--- src/design/abd_pkg.sv ---
// shared types and constants for the ascii bit stream deframer
package abd_pkg;

  localparam logic [7:0] CharZero = 8'h30;
  localparam logic [7:0] CharOne  = 8'h31;

  localparam logic [2:0] KindSync1   = 3'd0;
  localparam logic [2:0] KindSync2   = 3'd1;
  localparam logic [2:0] KindLength  = 3'd2;
  localparam logic [2:0] KindPayload = 3'd3;
  localparam logic [2:0] KindError   = 3'd4;

  typedef struct packed {
    logic [7:0] char_code;
    logic       end_of_stream;
  } in_t;

  typedef struct packed {
    logic [2:0] kind;
    logic [7:0] byte_value;
    logic       frame_last;
  } out_t;

  typedef enum logic [1:0] {
    TOK_BIT0,
    TOK_BIT1,
    TOK_EOS
  } tok_e;

  typedef struct packed {
    logic valid;
    tok_e tok;
  } tok_req_t;

endpackage

--- src/design/ascii_bit_stream_deframer.sv ---
// top level of the ascii bit stream deframer
// Takes one character per transaction and accepts one every cycle while the token queue
// has room. '0' and '1' characters become bits, assembled MSB first into bytes; each sync,
// length and payload byte is reported as it completes, and an end-of-stream transaction
// before the frame is complete reports one error. A result reaches the output register via
// the token queue (queue write at acceptance, then the deframer step once the token is at
// the queue head); the deframer retires one queued token per cycle, so sustained rate is
// one character per cycle whenever the output side keeps taking results.
module ascii_bit_stream_deframer #(
  parameter int unsigned QueueDepth = 4
) (
  input  logic          clk_i,
  input  logic          rst_ni,
  input  abd_pkg::in_t  in_data_i,
  input  logic          in_valid_i,
  output logic          in_ready_o,
  output abd_pkg::out_t out_data_o,
  output logic          out_valid_o,
  input  logic          out_ready_i
);

  abd_pkg::tok_req_t push;
  logic              full;
  logic              tok_valid;
  abd_pkg::tok_e     tok;
  logic              tok_pop;

  abd_front u_front (
    .in_data_i  (in_data_i),
    .in_valid_i (in_valid_i),
    .in_ready_o (in_ready_o),
    .push_o     (push),
    .full_i     (full)
  );

  abd_fifo #(
    .Depth (QueueDepth)
  ) u_fifo (
    .clk_i       (clk_i),
    .rst_ni      (rst_ni),
    .push_i      (push),
    .full_o      (full),
    .pop_valid_o (tok_valid),
    .pop_tok_o   (tok),
    .pop_i       (tok_pop)
  );

  abd_back u_back (
    .clk_i       (clk_i),
    .rst_ni      (rst_ni),
    .tok_valid_i (tok_valid),
    .tok_i       (tok),
    .tok_pop_o   (tok_pop),
    .out_data_o  (out_data_o),
    .out_valid_o (out_valid_o),
    .out_ready_i (out_ready_i)
  );

endmodule

--- src/design/abd_front.sv ---
// front end: classifies input characters into bit and end tokens
module abd_front (
  input  abd_pkg::in_t     in_data_i,
  input  logic             in_valid_i,
  output logic             in_ready_o,
  output abd_pkg::tok_req_t push_o,
  input  logic             full_i
);

  logic is_bit;

  assign in_ready_o = !full_i;
  assign is_bit = (in_data_i.char_code == abd_pkg::CharZero) ||
                  (in_data_i.char_code == abd_pkg::CharOne);

  always_comb begin
    push_o.valid = in_valid_i && !full_i && (in_data_i.end_of_stream || is_bit);
    priority if (in_data_i.end_of_stream) begin
      push_o.tok = abd_pkg::TOK_EOS;
    end else if (in_data_i.char_code == abd_pkg::CharOne) begin
      push_o.tok = abd_pkg::TOK_BIT1;
    end else begin
      push_o.tok = abd_pkg::TOK_BIT0;
    end
  end

endmodule

--- src/design/abd_fifo.sv ---
// short token queue between front end and deframer
module abd_fifo #(
  parameter int unsigned Depth = 4
) (
  input  logic              clk_i,
  input  logic              rst_ni,
  input  abd_pkg::tok_req_t push_i,
  output logic              full_o,
  output logic              pop_valid_o,
  output abd_pkg::tok_e     pop_tok_o,
  input  logic              pop_i
);

  localparam int unsigned PtrW = $clog2(Depth);
  localparam int unsigned CntW = $clog2(Depth + 1);
  localparam logic [PtrW-1:0] LastPtr = PtrW'(Depth - 1);

  abd_pkg::tok_e mem_q [Depth];
  logic [PtrW-1:0] wr_ptr_q, rd_ptr_q;
  logic [CntW-1:0] count_q;
  logic push, pop;

  assign full_o      = count_q == CntW'(Depth);
  assign pop_valid_o = count_q != '0;
  assign pop_tok_o   = mem_q[rd_ptr_q];
  assign push        = push_i.valid;
  assign pop         = pop_i && pop_valid_o;

  always_ff @(posedge clk_i) begin
    if (push) begin
      mem_q[wr_ptr_q] <= push_i.tok;
    end
  end

  always_ff @(posedge clk_i or negedge rst_ni) begin
    if (!rst_ni) begin
      wr_ptr_q <= '0;
      rd_ptr_q <= '0;
      count_q  <= '0;
    end else begin
      if (push) begin
        wr_ptr_q <= (wr_ptr_q == LastPtr) ? '0 : wr_ptr_q + 1'b1;
      end
      if (pop) begin
        rd_ptr_q <= (rd_ptr_q == LastPtr) ? '0 : rd_ptr_q + 1'b1;
      end
      unique case ({push, pop})
        2'b10:   count_q <= count_q + 1'b1;
        2'b01:   count_q <= count_q - 1'b1;
        default: count_q <= count_q;
      endcase
    end
  end

endmodule

--- src/design/abd_back.sv ---
// back end: assembles bytes, tracks frame phase and holds the output register
module abd_back (
  input  logic          clk_i,
  input  logic          rst_ni,
  input  logic          tok_valid_i,
  input  abd_pkg::tok_e tok_i,
  output logic          tok_pop_o,
  output abd_pkg::out_t out_data_o,
  output logic          out_valid_o,
  input  logic          out_ready_i
);

  typedef enum logic [2:0] {
    PH_SYNC1,
    PH_SYNC2,
    PH_LEN,
    PH_PAYLOAD,
    PH_DONE
  } phase_e;

  phase_e        phase_q, phase_d;
  logic [7:0]    shift_q, shift_d;
  logic [2:0]    bit_cnt_q, bit_cnt_d;
  logic [7:0]    len_q, len_d;
  logic [7:0]    pay_cnt_q, pay_cnt_d;
  abd_pkg::out_t out_q, out_d;
  logic          out_valid_q, out_valid_d;
  logic [7:0]    shift_nx;
  logic [7:0]    pay_cnt_nx;
  logic          take;

  assign take        = tok_valid_i && (!out_valid_q || out_ready_i);
  assign tok_pop_o   = take;
  assign out_data_o  = out_q;
  assign out_valid_o = out_valid_q;
  assign shift_nx    = {shift_q[6:0], tok_i == abd_pkg::TOK_BIT1};
  assign pay_cnt_nx  = pay_cnt_q + 8'd1;

  always_comb begin
    phase_d     = phase_q;
    shift_d     = shift_q;
    bit_cnt_d   = bit_cnt_q;
    len_d       = len_q;
    pay_cnt_d   = pay_cnt_q;
    out_d       = out_q;
    out_valid_d = out_valid_q && !out_ready_i;
    if (take) begin
      if (tok_i == abd_pkg::TOK_EOS) begin
        phase_d   = PH_SYNC1;
        shift_d   = '0;
        bit_cnt_d = '0;
        len_d     = '0;
        pay_cnt_d = '0;
        if (phase_q != PH_DONE) begin
          out_valid_d      = 1'b1;
          out_d.kind       = abd_pkg::KindError;
          out_d.byte_value = '0;
          out_d.frame_last = 1'b0;
        end
      end else if (phase_q != PH_DONE) begin
        if (bit_cnt_q != 3'd7) begin
          shift_d   = shift_nx;
          bit_cnt_d = bit_cnt_q + 3'd1;
        end else begin
          shift_d          = '0;
          bit_cnt_d        = '0;
          out_valid_d      = 1'b1;
          out_d.byte_value = shift_nx;
          out_d.frame_last = 1'b0;
          unique case (phase_q)
            PH_SYNC1: begin
              phase_d    = PH_SYNC2;
              out_d.kind = abd_pkg::KindSync1;
            end
            PH_SYNC2: begin
              phase_d    = PH_LEN;
              out_d.kind = abd_pkg::KindSync2;
            end
            PH_LEN: begin
              len_d      = shift_nx;
              pay_cnt_d  = '0;
              out_d.kind = abd_pkg::KindLength;
              if (shift_nx == 8'd0) begin
                phase_d          = PH_DONE;
                out_d.frame_last = 1'b1;
              end else begin
                phase_d = PH_PAYLOAD;
              end
            end
            default: begin
              pay_cnt_d  = pay_cnt_nx;
              out_d.kind = abd_pkg::KindPayload;
              if (pay_cnt_nx == len_q) begin
                phase_d          = PH_DONE;
                out_d.frame_last = 1'b1;
              end
            end
          endcase
        end
      end
    end
  end

  always_ff @(posedge clk_i or negedge rst_ni) begin
    if (!rst_ni) begin
      phase_q     <= PH_SYNC1;
      shift_q     <= '0;
      bit_cnt_q   <= '0;
      len_q       <= '0;
      pay_cnt_q   <= '0;
      out_q       <= '0;
      out_valid_q <= 1'b0;
    end else begin
      phase_q     <= phase_d;
      shift_q     <= shift_d;
      bit_cnt_q   <= bit_cnt_d;
      len_q       <= len_d;
      pay_cnt_q   <= pay_cnt_d;
      out_q       <= out_d;
      out_valid_q <= out_valid_d;
    end
  end

endmodule
--- config.mk ---
export PLATFORM = sky130hd
export DESIGN_NAME = ascii_bit_stream_deframer
export DESIGN_NICKNAME = d
export VERILOG_FILES = /design/src/design/abd_pkg.sv /design/src/design/ascii_bit_stream_deframer.sv /design/src/design/abd_front.sv /design/src/design/abd_fifo.sv /design/src/design/abd_back.sv
export SDC_FILE = /design/constraint.sdc
export NUM_CORES = 1
export LEC_CHECK = 0
export BUFFER_PORTS_ARGS = -buffer_cell sky130_fd_sc_hd__buf_2
export CORE_MARGIN = 5
export CORE_UTILIZATION = 52
export CTS_BUF_LIST = sky130_fd_sc_hd__clkbuf_2 sky130_fd_sc_hd__clkbuf_4 sky130_fd_sc_hd__clkbuf_8
export CTS_CLUSTER_DIAMETER = 50
export CTS_CLUSTER_SIZE = 30
export DETAILED_ROUTE_END_ITERATION = 8
export PLACE_DENSITY_LB_ADDON = 0.1
export REMOVE_ABC_BUFFERS = 1
export SYNTH_ARGS = -nofsm -noshare
export SYNTH_HDL_FRONTEND = slang
export SYNTH_SLANG_ARGS = --single-unit
--- constraint.sdc ---
create_clock -name clk_i -period 3 [get_ports clk_i]
set_clock_uncertainty 0.05 [all_clocks]
set_input_delay 0.3 -clock clk_i [delete_from_list [all_inputs] [get_ports clk_i]]
set_output_delay 0.3 -clock clk_i [all_outputs]
set_load 0.1 [all_outputs]
==> key figures, run 1 <==
Status
  • Run status: finished clean

Drt
  • Overall routed net length: 5.420 mm
  • Antenna Nets Post-Route: 0
  • Vias post-DR: 2045
  • WL/cell: roughly 14 microns
  • Number of DRC violations after detailed-routing iteration 0: 88
  • Via count normalized by instance count: between 5 and 6
  • Iteration count of the initial detailed-routing pass: 4
  • DRC violation count after routing: 0

Floorplanning
  • Initial core utilization: a little over half
  • Area of the core: about 0.0052 sq mm
  • Boundary Pins: 27
  • Number of rows in the core area: 26
  • Die Footprint: 0.007016 sq mm
  • Vertical die dimension: 83.76 microns
  • Width of the die: 83.76 microns

Timing
  • Tmin final: 2386 ps
  • Aggregate negative setup slack: 0 ps
  • Upper clock frequency limit: between 400 and 500 MHz
  • Hold Slack: 176.4 ps
  • Post-route worst setup slack: 614.2 ps
  • Worst rel slew slack: 43.06%
  • Period utilization: 79.53%
  • Final Hold Violating Endpoints: 0
  • Setup repair after global routing missed its margin: no
  • Worst slew pin tran: around 850 ps
  • Setup violation total in the final timing report: 0
  • Fin. max-slew vios: 0

Cells and area
  • Layout fillers: 467
  • # diodes: 0
  • Layout overhead on the synthesized area: 12.61%
  • Post-route standard cell area excluding fillers: 0.003186 sq mm
  • Fraction of final layout cells sized beyond drive strength 1: between 10% and 20%
  • Most common cell after layout, fill and taps aside: sky130_fd_sc_hd__nand2_1
  • Most used cells in the layout excluding fill and tap cells: 61 x sky130_fd_sc_hd__nand2_1, 49 x sky130_fd_sc_hd__dfrtp_1, 39 x sky130_fd_sc_hd__o21ai_0
  • Multi-input combinational cell area: around 0.0013 sq mm
  • Net count of the finished layout: 332
  • Area taken by flip-flops and latches: 0.001466 sq mm

Worst setup path
  • Worst Path Required: 3200 ps
  • Startpoint kind of the worst setup timing path: flip-flop
  • Crit path from: u_fifo.rd_ptr_q[0]$_DFFE_PN0P_
  • Arrival time at the worst endpoint: roughly 2600 ps
  • Worst path max stage delay: 550 ps
  • Count of buffer and inverter cells on the critical path: 0
  • Termination of the worst setup path: u_back.pay_cnt_q[6]$_DFFE_PN0P_
  • Crit path kind: flip-flop to flip-flop
  • Launching point of the worst reg2reg path: u_fifo.rd_ptr_q[0]$_DFFE_PN0P_
  • Instance count on the critical path: 6
  • Type of element capturing the critical path: flip-flop
  • Endpoint of the most critical register-to-register path: u_back.pay_cnt_q[6]$_DFFE_PN0P_
  • Max Fanout on Critical Path: 9
  • Cell with the largest stage delay on the worst path: sky130_fd_sc_hd__mux4_2
  • Worst reg2reg setup slack: 610 ps
  • Logic depth of the worst register-to-register path: 6
  • Ordered cell list for the critical path: mux4_2, nor2b_1, o21ai_1, nor4_1, a21oi_1, o21ai_0
  • Cell family with the largest share of critical-path delay: simple AND/OR/NAND/NOR gates

Clocking
  • Number of buffers created by CTS: 9
  • Number of buffers inserted for hold repair after clock tree synthesis: 1
  • Root buffer cell: sky130_fd_sc_hd__clkbuf_8
  • Postcts setup bufs: 0
  • Clock latency at the later pin of the worst-skew pair: 330 ps
  • Clock edge transition at the registers on the reported setup and hold paths: 60 ps
  • Bufs on Longest Clock Path: 2
  • Count of H-tree levels built during CTS: 3
  • Number of clock sinks: 57
  • TritonCTS clock tree: done
  • Count of cells resized by post-cts repair: 0

Synthesis
  • Largest family of logic cells by synthesized area: simple AND/OR/NAND/NOR gates
  • Leading register cell type out of synthesis: sky130_fd_sc_hd__dfrtp_1
  • Share of synthesized registers carrying an async set or reset: 85.96%
  • Xor and xnor area share after synthesis: 5.794%
  • Total of flip-flops plus latches after synthesis: 57
  • Cells after synthesis: 279
  • Mapped Area: 0.002829 sq mm
  • Post-synthesis sequential area ratio: 51.84%
  • Mux cell area share after synthesis: 3.273%
  • Adder-cell share of the synthesized area: 4.688%
  • Number of distinct library cells after synthesis: 47
  • Mean area per synthesized cell: 10.14 sq um
  • Number of flops mapped to enable cells by yosys: 8
  • Fraction of the mapped netlist area in compound gates: 12.78%
  • Fraction of the mapped netlist area in simple logic gates: 17.87%
  • Warnings from Yosys: 0

Global routing
  • Overflow after GRT: 0
  • Pin count of the biggest net entering global routing: 31
  • Number of antenna violations at the first check in global routing: 0
  • Wire length of the first global-routing pass: 9.563 mm
  • Vias in the first global route: 2083
  • Global-route total usage across every layer: 17.39%

Hold path
  • Worst hold start: in_data_i[0]
  • Worst hold path class: input port to flip-flop

Run
  • Number of max-cap violations: 0

Placed design
  • Area post-placement: 0.003000 sq mm
  • Worst slack after detailed placement: 578.9 ps
  • Number of buffers added on ports: 26
  • Hpwl dp: between 3 and 4 mm
  • Weighted congestion at the end of routability-driven global placement: 0.8101

Pwr
  • Largest vdd supply drop: between 0.7 and 0.8 mV
  • Total power per unit cell area: roughly 1100 mW/mm^2
  • Reported leakage power: 1.463 nW
## stage by stage
step	std cells	util, %	power, mW
6_report	383	61.20	3.599
5_1_grt	383	61.20	3.892
4_1_cts	383	61.20	3.638
3_5_place_dp	367	57.64	2.988
3_3_place_gp	367	57.64	2.946
2_1_floorplan	267	-	2.575
## where the power goes
group          switching (mW)  internal (mW)
logic                    1.17          0.534
clock network           0.269          0.365
registers               0.227           1.03
## worst min path at each step
| stage | endpoint | slack [ps] | cells after the start |
|---|---|---|---|
| 5_1_grt | u_fifo.mem_q[0][1]$_DFFE_PP_ | 160 | 1 |
| 2_1_floorplan | u_back.bit_cnt_q[0]$_DFFE_PN0P_ | -50 | 0 |
| 3_3_place_gp | u_back.pay_cnt_q[7]$_DFFE_PN0P_ | 330 | 1 |
| 4_1_cts | u_fifo.mem_q[0][1]$_DFFE_PP_ | 150 | 1 |
| 3_5_place_dp | u_back.pay_cnt_q[7]$_DFFE_PN0P_ | 340 | 1 |
| 6_report | u_fifo.mem_q[2][1]$_DFFE_PP_ | 180 | 1 |
## cells in the mapped netlist, drive strengths merged (2+ instances only)
master / count / area, sq um
and3: 3 / 21.27
o41ai: 2 / 17.52
inv: 8 / 30.03
clkbuf: 7 / 26.28
nand3: 9 / 45.04
nand2: 61 / 229.0
o31ai: 3 / 22.52
xor2: 7 / 61.31
mux4: 2 / 45.04
ha: 9 / 112.6
mux2: 3 / 37.53
edfxtp: 8 / 240.2
buf: 5 / 50.04
nand4: 2 / 12.51
nor3: 3 / 15.01
a21oi: 5 / 25.02
o21ai: 41 / 205.2
and2: 4 / 25.02
nor4: 4 / 40.04
o311ai: 2 / 25.03
dfrtp: 49 / 1226
nor2b: 2 / 12.51
xnor2: 9 / 78.83
nor2: 11 / 41.29
nand2b: 6 / 37.54
## routing by layer
layer / GRT usage (%) / part of all wire (%)
met5: 0 / 0
met4: 7.164 / 1.3
met3: 7.206 / 5.3
met2: 27.33 / 47
met1: 21.12 / 47
## area by class of cell
class	instances	share of cell area, %
inverter	8	0.9427
tap	70	2.749
sequential	57	46.03
timing repair buffer	31	5.342
multi-input combinational	202	39.43
clock buffer	15	5.499
## sequential cells by signal, summed over array words and instances, names as in the netlist
| register | cells |
|---|---|
| u_back.out_data_o | 12 |
| u_back.len_q | 8 |
| u_back.pay_cnt_q | 8 |
| u_fifo.mem_q | 8 |
| u_back.shift_q | 7 |
| u_back.bit_cnt_q | 3 |
| u_back.phase_q | 3 |
| u_fifo.count_q | 3 |
| u_fifo.rd_ptr_q | 2 |
| u_fifo.wr_ptr_q | 2 |
| u_back.out_valid_o | 1 |
## cell families (layout without fill, tap and decap cells)
| family | count (synthesis) | in the layout |
|---|---|---|
| buffers and inverters | 20 | 54 |
| AOI/OAI and AO/OA | 61 | 61 |
| and+or+nand+nor | 108 | 108 |
| xor gates and xnor gates | 17 | 17 |
| adders and majority gates | 10 | 10 |
| muxes | 6 | 6 |
| DFF | 57 | 57 |
## worst register-to-register path, cell delays in order, from the launching register on
cell                      delay (ps)
sky130_fd_sc_hd__dfrtp_1         440
sky130_fd_sc_hd__mux4_2          550
sky130_fd_sc_hd__nor2b_1         460
sky130_fd_sc_hd__o21ai_1         360
sky130_fd_sc_hd__nor4_1          310
sky130_fd_sc_hd__a21oi_1          60
sky130_fd_sc_hd__o21ai_0          90
Note: power is estimated with default switching activity, not from simulation.
==> run 2, diff against run 1 <==
==> constraint.sdc (replaced) <==
create_clock -name clk_i -period 2.1 [get_ports clk_i]
set_clock_uncertainty 0.05 [all_clocks]
set_input_delay 0.21 -clock clk_i [delete_from_list [all_inputs] [get_ports clk_i]]
set_output_delay 0.21 -clock clk_i [all_outputs]
set_load 0.1 [all_outputs]
==> run 2 against run 1 <==
The run now ends with setup timing left. Core utilization increased by 5.7 points. Count of clock-buffer cells in the layout decreased by 3. Final cell count increased by 7.8%. Via count increased by 6.2%. Largest cell class unchanged.
==> key figures, run 2 (synthesis gave the netlist of run 1 again) <==
Clocking
  • Root buffer cell: sky130_fd_sc_hd__clkbuf_8 (unchanged)
  • TritonCTS clock tree: done (unchanged)
  • Clock latency at the later pin of the worst-skew pair: 330 ps (about the same)
  • Number of buffers created by CTS: 9 (unchanged)
  • Number of clock sinks: 57 (unchanged)
  • Clock edge transition at the registers on the reported setup and hold paths: 60 ps (about the same)
  • Count of H-tree levels built during CTS: 3 (unchanged)
  • Bufs on Longest Clock Path: 2 (unchanged)

Placed design
  • Placed Cells: 393 (was 367)
  • Hpwl dp: 4.042 mm (was 3.902 mm)
  • Area post-placement: 0.003208 sq mm (was 0.003000 sq mm)
  • Weighted congestion at the end of routability-driven global placement: 0.7800 (was 0.8101)
  • Number of buffers added on ports: 26 (unchanged)

Worst setup path
  • Arrival time at the worst endpoint: 2390 ps (was 2590 ps)
  • Max Fanout on Critical Path: 3 (was 9)
  • Startpoint kind of the worst setup timing path: flip-flop (unchanged)
  • Worst Path Required: 2260 ps (was 3200 ps)
  • Worst reg2reg setup slack: -130 ps (was 610 ps)
  • Crit path kind: flip-flop to flip-flop (unchanged)
  • Type of element capturing the critical path: flip-flop (unchanged)

Global routing
  • Number of antenna violations at the first check in global routing: 0 (unchanged)
  • Global-route total usage across every layer: 17.49% (was 17.39%)
  • Pin count of the biggest net entering global routing: 50 (was 31)
  • Vias in the first global route: 2152 (was 2083)
  • Overflow after GRT: 0 (unchanged)
  • Wire length of the first global-routing pass: 9.763 mm (was 9.563 mm)

Cells and area
  • Net count of the finished layout: 362 (was 332)
  • Most common cell after layout, fill and taps aside: sky130_fd_sc_hd__nand2_1 (unchanged)
  • Final Util: 66.92% (was 61.20%)
  • Most used cells in the layout excluding fill and tap cells: 61 x sky130_fd_sc_hd__nand2_1, 49 x sky130_fd_sc_hd__dfrtp_1, 39 x sky130_fd_sc_hd__o21ai_0 (unchanged)
  • # diodes: 0 (unchanged)
  • Layout overhead on the synthesized area: 23.13% (was 12.61%)
  • Fraction of final layout cells sized beyond drive strength 1: 28.57% (was 18.21%)
  • Post-route standard cell area excluding fillers: 0.003483 sq mm (was 0.003186 sq mm)
  • Largest register FFs: 12 (unchanged)
  • Final non-filler cell total: 413 (was 383)

Drt
  • Antenna Nets Post-Route: 0 (unchanged)
  • Via count normalized by instance count: 5.259 (was 5.339)
  • Number of DRC violations after detailed-routing iteration 0: 119 (was 88)
  • Overall routed net length: 5.685 mm (was 5.420 mm)
  • Iteration count of the initial detailed-routing pass: 4 (unchanged)
  • WL/cell: 13.77 microns (was 14.15 microns)
  • DRC violation count after routing: 0 (unchanged)
  • Vias post-DR: 2172 (was 2045)

Run
  • Number of max-cap violations: 0 (unchanged)

Timing
  • Worst slew pin tran: 639.0 ps (was 848.4 ps)
  • Fin. max-slew vios: 0 (unchanged)
  • Post-route worst setup slack: -131.6 ps (was 614.2 ps)
  • Setup repair after global routing missed its margin: yes (was no)
  • Worst rel slew slack: 57.40% (was 43.06%)
  • Upper clock frequency limit: 448.1 MHz (was 419.1 MHz)
  • Setup violation total in the final timing report: 4 (was 0)
  • Period utilization: 106.3% (was 79.53%)
  • Hold Slack: 83.08 ps (was 176.4 ps)
  • Tmin final: 2232 ps (was 2386 ps)
  • Final Hold Violating Endpoints: 0 (unchanged)

Floorplanning
  • Boundary Pins: 27 (unchanged)
  • Number of rows in the core area: 26 (unchanged)
  • Initial core utilization: 54.35% (unchanged)
  • Vertical die dimension: 83.76 microns (unchanged)
  • Die Footprint: 0.007016 sq mm (unchanged)
  • Area of the core: 0.005205 sq mm (unchanged)
  • Width of the die: 83.76 microns (unchanged)

Hold path
  • Worst hold path class: input port to flip-flop (unchanged)

Pwr
  • Power after layout: 5.485 mW (was 3.599 mW)
  • Reported leakage power: 1.623 nW (was 1.463 nW)
  • Largest vdd supply drop: 1.122 mV (was 0.7083 mV)
  • Total power per unit cell area: 1575 mW/mm^2 (was 1130 mW/mm^2)

Status
  • Violations in the final reports: setup timing
  • Run status: finished with violations (was finished clean)
## run 2: final timing paths
check / start / end / cells past startpoint
worst min register to register: u_back.out_data_o[4]$_DFFE_PN0P_ / u_back.out_data_o[4]$_DFFE_PN0P_ / 2
worst max register to register: u_back.pay_cnt_q[0]$_DFFE_PN0P_ / u_back.phase_q[0]$_DFFE_PN0P_ / 6
worst max-delay path: u_back.pay_cnt_q[0]$_DFFE_PN0P_ / u_back.phase_q[0]$_DFFE_PN0P_ / 6
max in group asynchronous: rst_ni / u_back.out_data_o[9]$_DFFE_PN0P_ / 3
worst min-delay path: in_data_i[0] / u_fifo.mem_q[1][1]$_DFFE_PP_ / 1
min in group asynchronous: rst_ni / u_back.len_q[2]$_DFFE_PN0P_ / 3
## run 2: cell type report
| class | count | area [sq um] |
|---|---|---|
| multi-input combinational | 202 | 1304 |
| clock inverter | 3 | 15.01 |
| clock buffer | 12 | 165.2 |
| fill | 428 | 1722 |
| timing repair buffer | 61 | 415.4 |
| tap | 70 | 87.58 |
| sequential | 57 | 1466 |
| inverter | 8 | 30.03 |
## run 2: repair_timing
| action | 4_1_cts | 5_1_grt |
|---|---|---|
| setup endpoints to repair | 17 | 35 |
| setup buffers | 1 | 3 |
| resized for setup | 1 | 13 |
| hold buffers | 1 | 0 |
| pin swaps | 2 | 3 |
| hold endpoints to repair | 49 | 0 |
## run 2: where the power goes
part	total (mW)	switching (mW)	internal (mW)
clock	0.929	0.418	0.512
sequential	1.79	0.310	1.48
combinational	2.77	1.76	1.01
total	5.48	2.49	3.00
## run 2: routing by layer
| metal | vias to the layer above | global-route usage (%) | part of all wire, % |
|---|---|---|---|
| met2 | 60 | 26.90 | 47 |
| met1 | 1009 | 22.45 | 45 |
| met4 | 0 | 10.82 | 3.3 |
| li1 | 1088 | - | - |
| met5 | - | 0 | 0 |
| met3 | 15 | 3.751 | 4.9 |
## run 2: worst max-delay path: stages, from the launching register on
cell and delay (ps):
sky130_fd_sc_hd__dfrtp_1 420, sky130_fd_sc_hd__ha_4 250, sky130_fd_sc_hd__xor2_1 140, sky130_fd_sc_hd__or4_4 520, sky130_fd_sc_hd__nor4_4 250, sky130_fd_sc_hd__o311ai_2 170, sky130_fd_sc_hd__mux2_4 310
## run 2: stage by stage
step | setup slack (ps) | TNS [ps]
2_1_floorplan | -785.9 | -9721
3_3_place_gp | -120.3 | -293.4
3_5_place_dp | -157.5 | -1047
4_1_cts | -175.3 | -1144
5_1_grt | -210.1 | -1614
6_report | -131.6 | -261.0
==> run 3, diff against run 2 <==
--- a/config.mk
+++ b/config.mk
@@ -12,7 +12,7 @@
 export CTS_CLUSTER_DIAMETER = 50
 export CTS_CLUSTER_SIZE = 30
 export DETAILED_ROUTE_END_ITERATION = 8
-export PLACE_DENSITY_LB_ADDON = 0.1
+export PLACE_DENSITY = 0.84
 export REMOVE_ABC_BUFFERS = 1
 export SYNTH_ARGS = -nofsm -noshare
 export SYNTH_HDL_FRONTEND = slang
==> run 3 against run 2 <==
The flow still finishes with violations (setup timing). Register-to-register slack worse by 50 ps. Setup slack worse by 54 ps. Power is 1.1% higher. Combinational power about the same. Via count up 2.7%. Critical path depth increased by 1. Sequential share of layout area is 0.58 points higher. First-iteration DRC count is 65% higher. Critical path type unchanged. Critical endpoint unchanged.
==> key figures, run 3 (synthesis gave the netlist of run 1 again) <==
Status
  • Run status: finished with violations (unchanged)
  • Violations in the final reports: setup timing (unchanged)

Timing
  • Period utilization: 108.8% (was 106.3%)
  • Fin. max-slew vios: 0 (unchanged)
  • Final Hold Violating Endpoints: 0 (unchanged)
  • Setup repair after global routing missed its margin: yes (unchanged)
  • Aggregate negative setup slack: -615.8 ps (was -261.0 ps)
  • Worst rel slew slack: 58.94% (was 57.40%)
  • Setup violation total in the final timing report: 4 (unchanged)
  • Post-route worst setup slack: -185.2 ps (was -131.6 ps)
  • Tmin final: 2285 ps (was 2232 ps)
  • Worst slew pin tran: 615.9 ps (was 639.0 ps)
  • Upper clock frequency limit: 437.6 MHz (was 448.1 MHz)

Placed design
  • Number of buffers added on ports: 26 (unchanged)
  • Weighted congestion at the end of routability-driven global placement: 0.8857 (was 0.7800)
  • Placed Cells: 389 (was 393)
  • Hpwl dp: 4.126 mm (was 4.042 mm)

Drt
  • Antenna Nets Post-Route: 0 (unchanged)
  • WL/cell: 14.57 microns (was 13.77 microns)
  • Vias post-DR: 2231 (was 2172)
  • Via count normalized by instance count: 5.441 (was 5.259)
  • Iteration count of the initial detailed-routing pass: 6 (was 4)
  • Number of DRC violations after detailed-routing iteration 0: 196 (was 119)
  • DRC violation count after routing: 0 (unchanged)
  • Overall routed net length: 5.973 mm (was 5.685 mm)

Clocking
  • Bufs on Longest Clock Path: 2 (unchanged)
  • Number of clock sinks: 57 (unchanged)
  • Number of buffers created by CTS: 9 (unchanged)
  • Clock latency at the later pin of the worst-skew pair: 340 ps (was 330 ps)
  • Count of H-tree levels built during CTS: 3 (unchanged)
  • Root buffer cell: sky130_fd_sc_hd__clkbuf_8 (unchanged)
  • Clock edge transition at the registers on the reported setup and hold paths: 70 ps (was 60 ps)
  • TritonCTS clock tree: done (unchanged)

Floorplanning
  • Boundary Pins: 27 (unchanged)
  • Area of the core: 0.005205 sq mm (unchanged)
  • Width of the die: 83.76 microns (unchanged)
  • Die Footprint: 0.007016 sq mm (unchanged)
  • Initial core utilization: 54.35% (unchanged)
  • Number of rows in the core area: 26 (unchanged)
  • Vertical die dimension: 83.76 microns (unchanged)

Cells and area
  • Multi-input combinational cell area: 0.001290 sq mm (was 0.001304 sq mm)
  • Most common cell after layout, fill and taps aside: sky130_fd_sc_hd__nand2_1 (unchanged)
  • Layout overhead on the synthesized area: 21.45% (was 23.13%)
  • Layout fillers: 407 (was 428)
  • Area taken by flip-flops and latches: 0.001466 sq mm (unchanged)
  • Net count of the finished layout: 358 (was 362)
  • Most used cells in the layout excluding fill and tap cells: 61 x sky130_fd_sc_hd__nand2_1, 49 x sky130_fd_sc_hd__dfrtp_1, 38 x sky130_fd_sc_hd__o21ai_0 (was 61 x sky130_fd_sc_hd__nand2_1, 49 x sky130_fd_sc_hd__dfrtp_1, 39 x sky130_fd_sc_hd__o21ai_0)
  • Fraction of final layout cells sized beyond drive strength 1: 27.06% (was 28.57%)
  • Largest register FFs: 12 (unchanged)
  • # diodes: 0 (unchanged)
  • Final non-filler cell total: 410 (was 413)

Pwr
  • Largest vdd supply drop: 1.110 mV (was 1.122 mV)
  • Total power per unit cell area: 1615 mW/mm^2 (was 1575 mW/mm^2)
  • Reported leakage power: 1.593 nW (was 1.623 nW)

Worst setup path
  • Arrival time at the worst endpoint: 2460 ps (was 2390 ps)
  • Launching point of the worst reg2reg path: u_back.pay_cnt_q[0]$_DFFE_PN0P_ (unchanged)
  • Type of element capturing the critical path: flip-flop (unchanged)
  • Crit path from: u_back.pay_cnt_q[0]$_DFFE_PN0P_ (unchanged)
  • Crit path kind: flip-flop to flip-flop (unchanged)
  • Max Fanout on Critical Path: 4 (was 3)
  • Worst Path Required: 2270 ps (was 2260 ps)
  • Startpoint kind of the worst setup timing path: flip-flop (unchanged)

Run
  • Number of max-cap violations: 0 (unchanged)

Hold path
  • Worst hold path class: input port to flip-flop (unchanged)
  • Worst hold start: in_data_i[0] (unchanged)

Global routing
  • Wire length of the first global-routing pass: 10.25 mm (was 9.763 mm)
  • Overflow after GRT: 0 (unchanged)
  • Pin count of the biggest net entering global routing: 50 (unchanged)
  • Vias in the first global route: 2202 (was 2152)
  • Global-route total usage across every layer: 18.46% (was 17.49%)
  • Number of antenna violations at the first check in global routing: 0 (unchanged)
-- run 3: cell count changes in the layout (fill, tap and decap cells not counted), sizes merged --
cell / delta
clkinv: +1
buf: -4
inv: +2
clkbuf: -3
bufinv: +1
-- run 3: worst max-delay path, cell delays in order (launching register included) --
cell                       delay (ps)
sky130_fd_sc_hd__dfrtp_1          430
sky130_fd_sc_hd__buf_6            140
sky130_fd_sc_hd__nand3_2           80
sky130_fd_sc_hd__xnor2_1          170
sky130_fd_sc_hd__or4_4            550
sky130_fd_sc_hd__nor4_4           260
sky130_fd_sc_hd__o311ai_2         170
sky130_fd_sc_hd__mux2_4           310
-- run 3: timing repair --
action,CTS,global route
hold buffers,1,0
pin swaps,2,4
resized for setup,1,10
hold endpoints to repair,49,0
buffers inserted,1,3
gates cloned,0,0
endpoints found under the setup margin,4,21
-- run 3: power breakdown --
| group | total (mW) | leakage, nW | switching (mW) | internal [mW] |
|---|---|---|---|---|
| clock | 1.00 | 0.104 | 0.457 | 0.547 |
| combinational | 2.76 | 0.777 | 1.78 | 0.981 |
| sequential | 1.79 | 0.712 | 0.311 | 1.47 |
| total | 5.55 | 1.59 | 2.54 | 3.00 |
-- run 3: area by class of cell --
cell class,count,share of cell area (%)
multi-input combinational,202,37.55
inverter,8,0.8740
clock buffer,9,3.605
timing repair buffer,57,10.74
sequential,57,42.68
clock inverter,7,2.003
tap,70,2.549
-- run 3: layer usage --
metal | track usage (%) | wire (microns) | up-vias
met2 | 28.92 | 2919 | 85
met4 | 8.187 | 103 | 0
met3 | 5.923 | 369 | 12
met1 | 23.36 | 2581 | 1051
met5 | 0 | 0 | -
li1 | - | - | 1083
-- run 3: final timing paths --
check / endpoint / slack, ps / depth (start not counted)
worst max-delay path: u_back.phase_q[0]$_DFFE_PN0P_ / -190 / 7
worst min-delay path: u_fifo.mem_q[1][1]$_DFFE_PP_ / 80 / 1
worst max register to register: u_back.phase_q[0]$_DFFE_PN0P_ / -190 / 7
worst min register to register: u_back.out_data_o[8]$_DFFE_PN0P_ / 430 / 2
max in group asynchronous: u_back.out_valid_o$_DFF_PN0_ / 1130 / 3
min in group asynchronous: u_back.phase_q[1]$_DFFE_PN0P_ / 450 / 3
-- run 3: through the flow --
step | cell area, sq um | hold slack (ps) | setup slack [ps] | power [mW] | utilization (%)
2_1_floorplan | 2753 | -135.6 | -785.9 | 3.678 | -
3_3_place_gp | 3166 | 289.4 | -102.8 | 4.334 | 60.82
3_5_place_dp | 3166 | 296.0 | -141.8 | 4.457 | 60.82
4_1_cts | 3376 | 70.32 | -193.9 | 5.490 | 64.86
5_1_grt | 3436 | 68.60 | -235.8 | 5.986 | 66.01
6_report | 3436 | 77.55 | -185.2 | 5.547 | 66.01
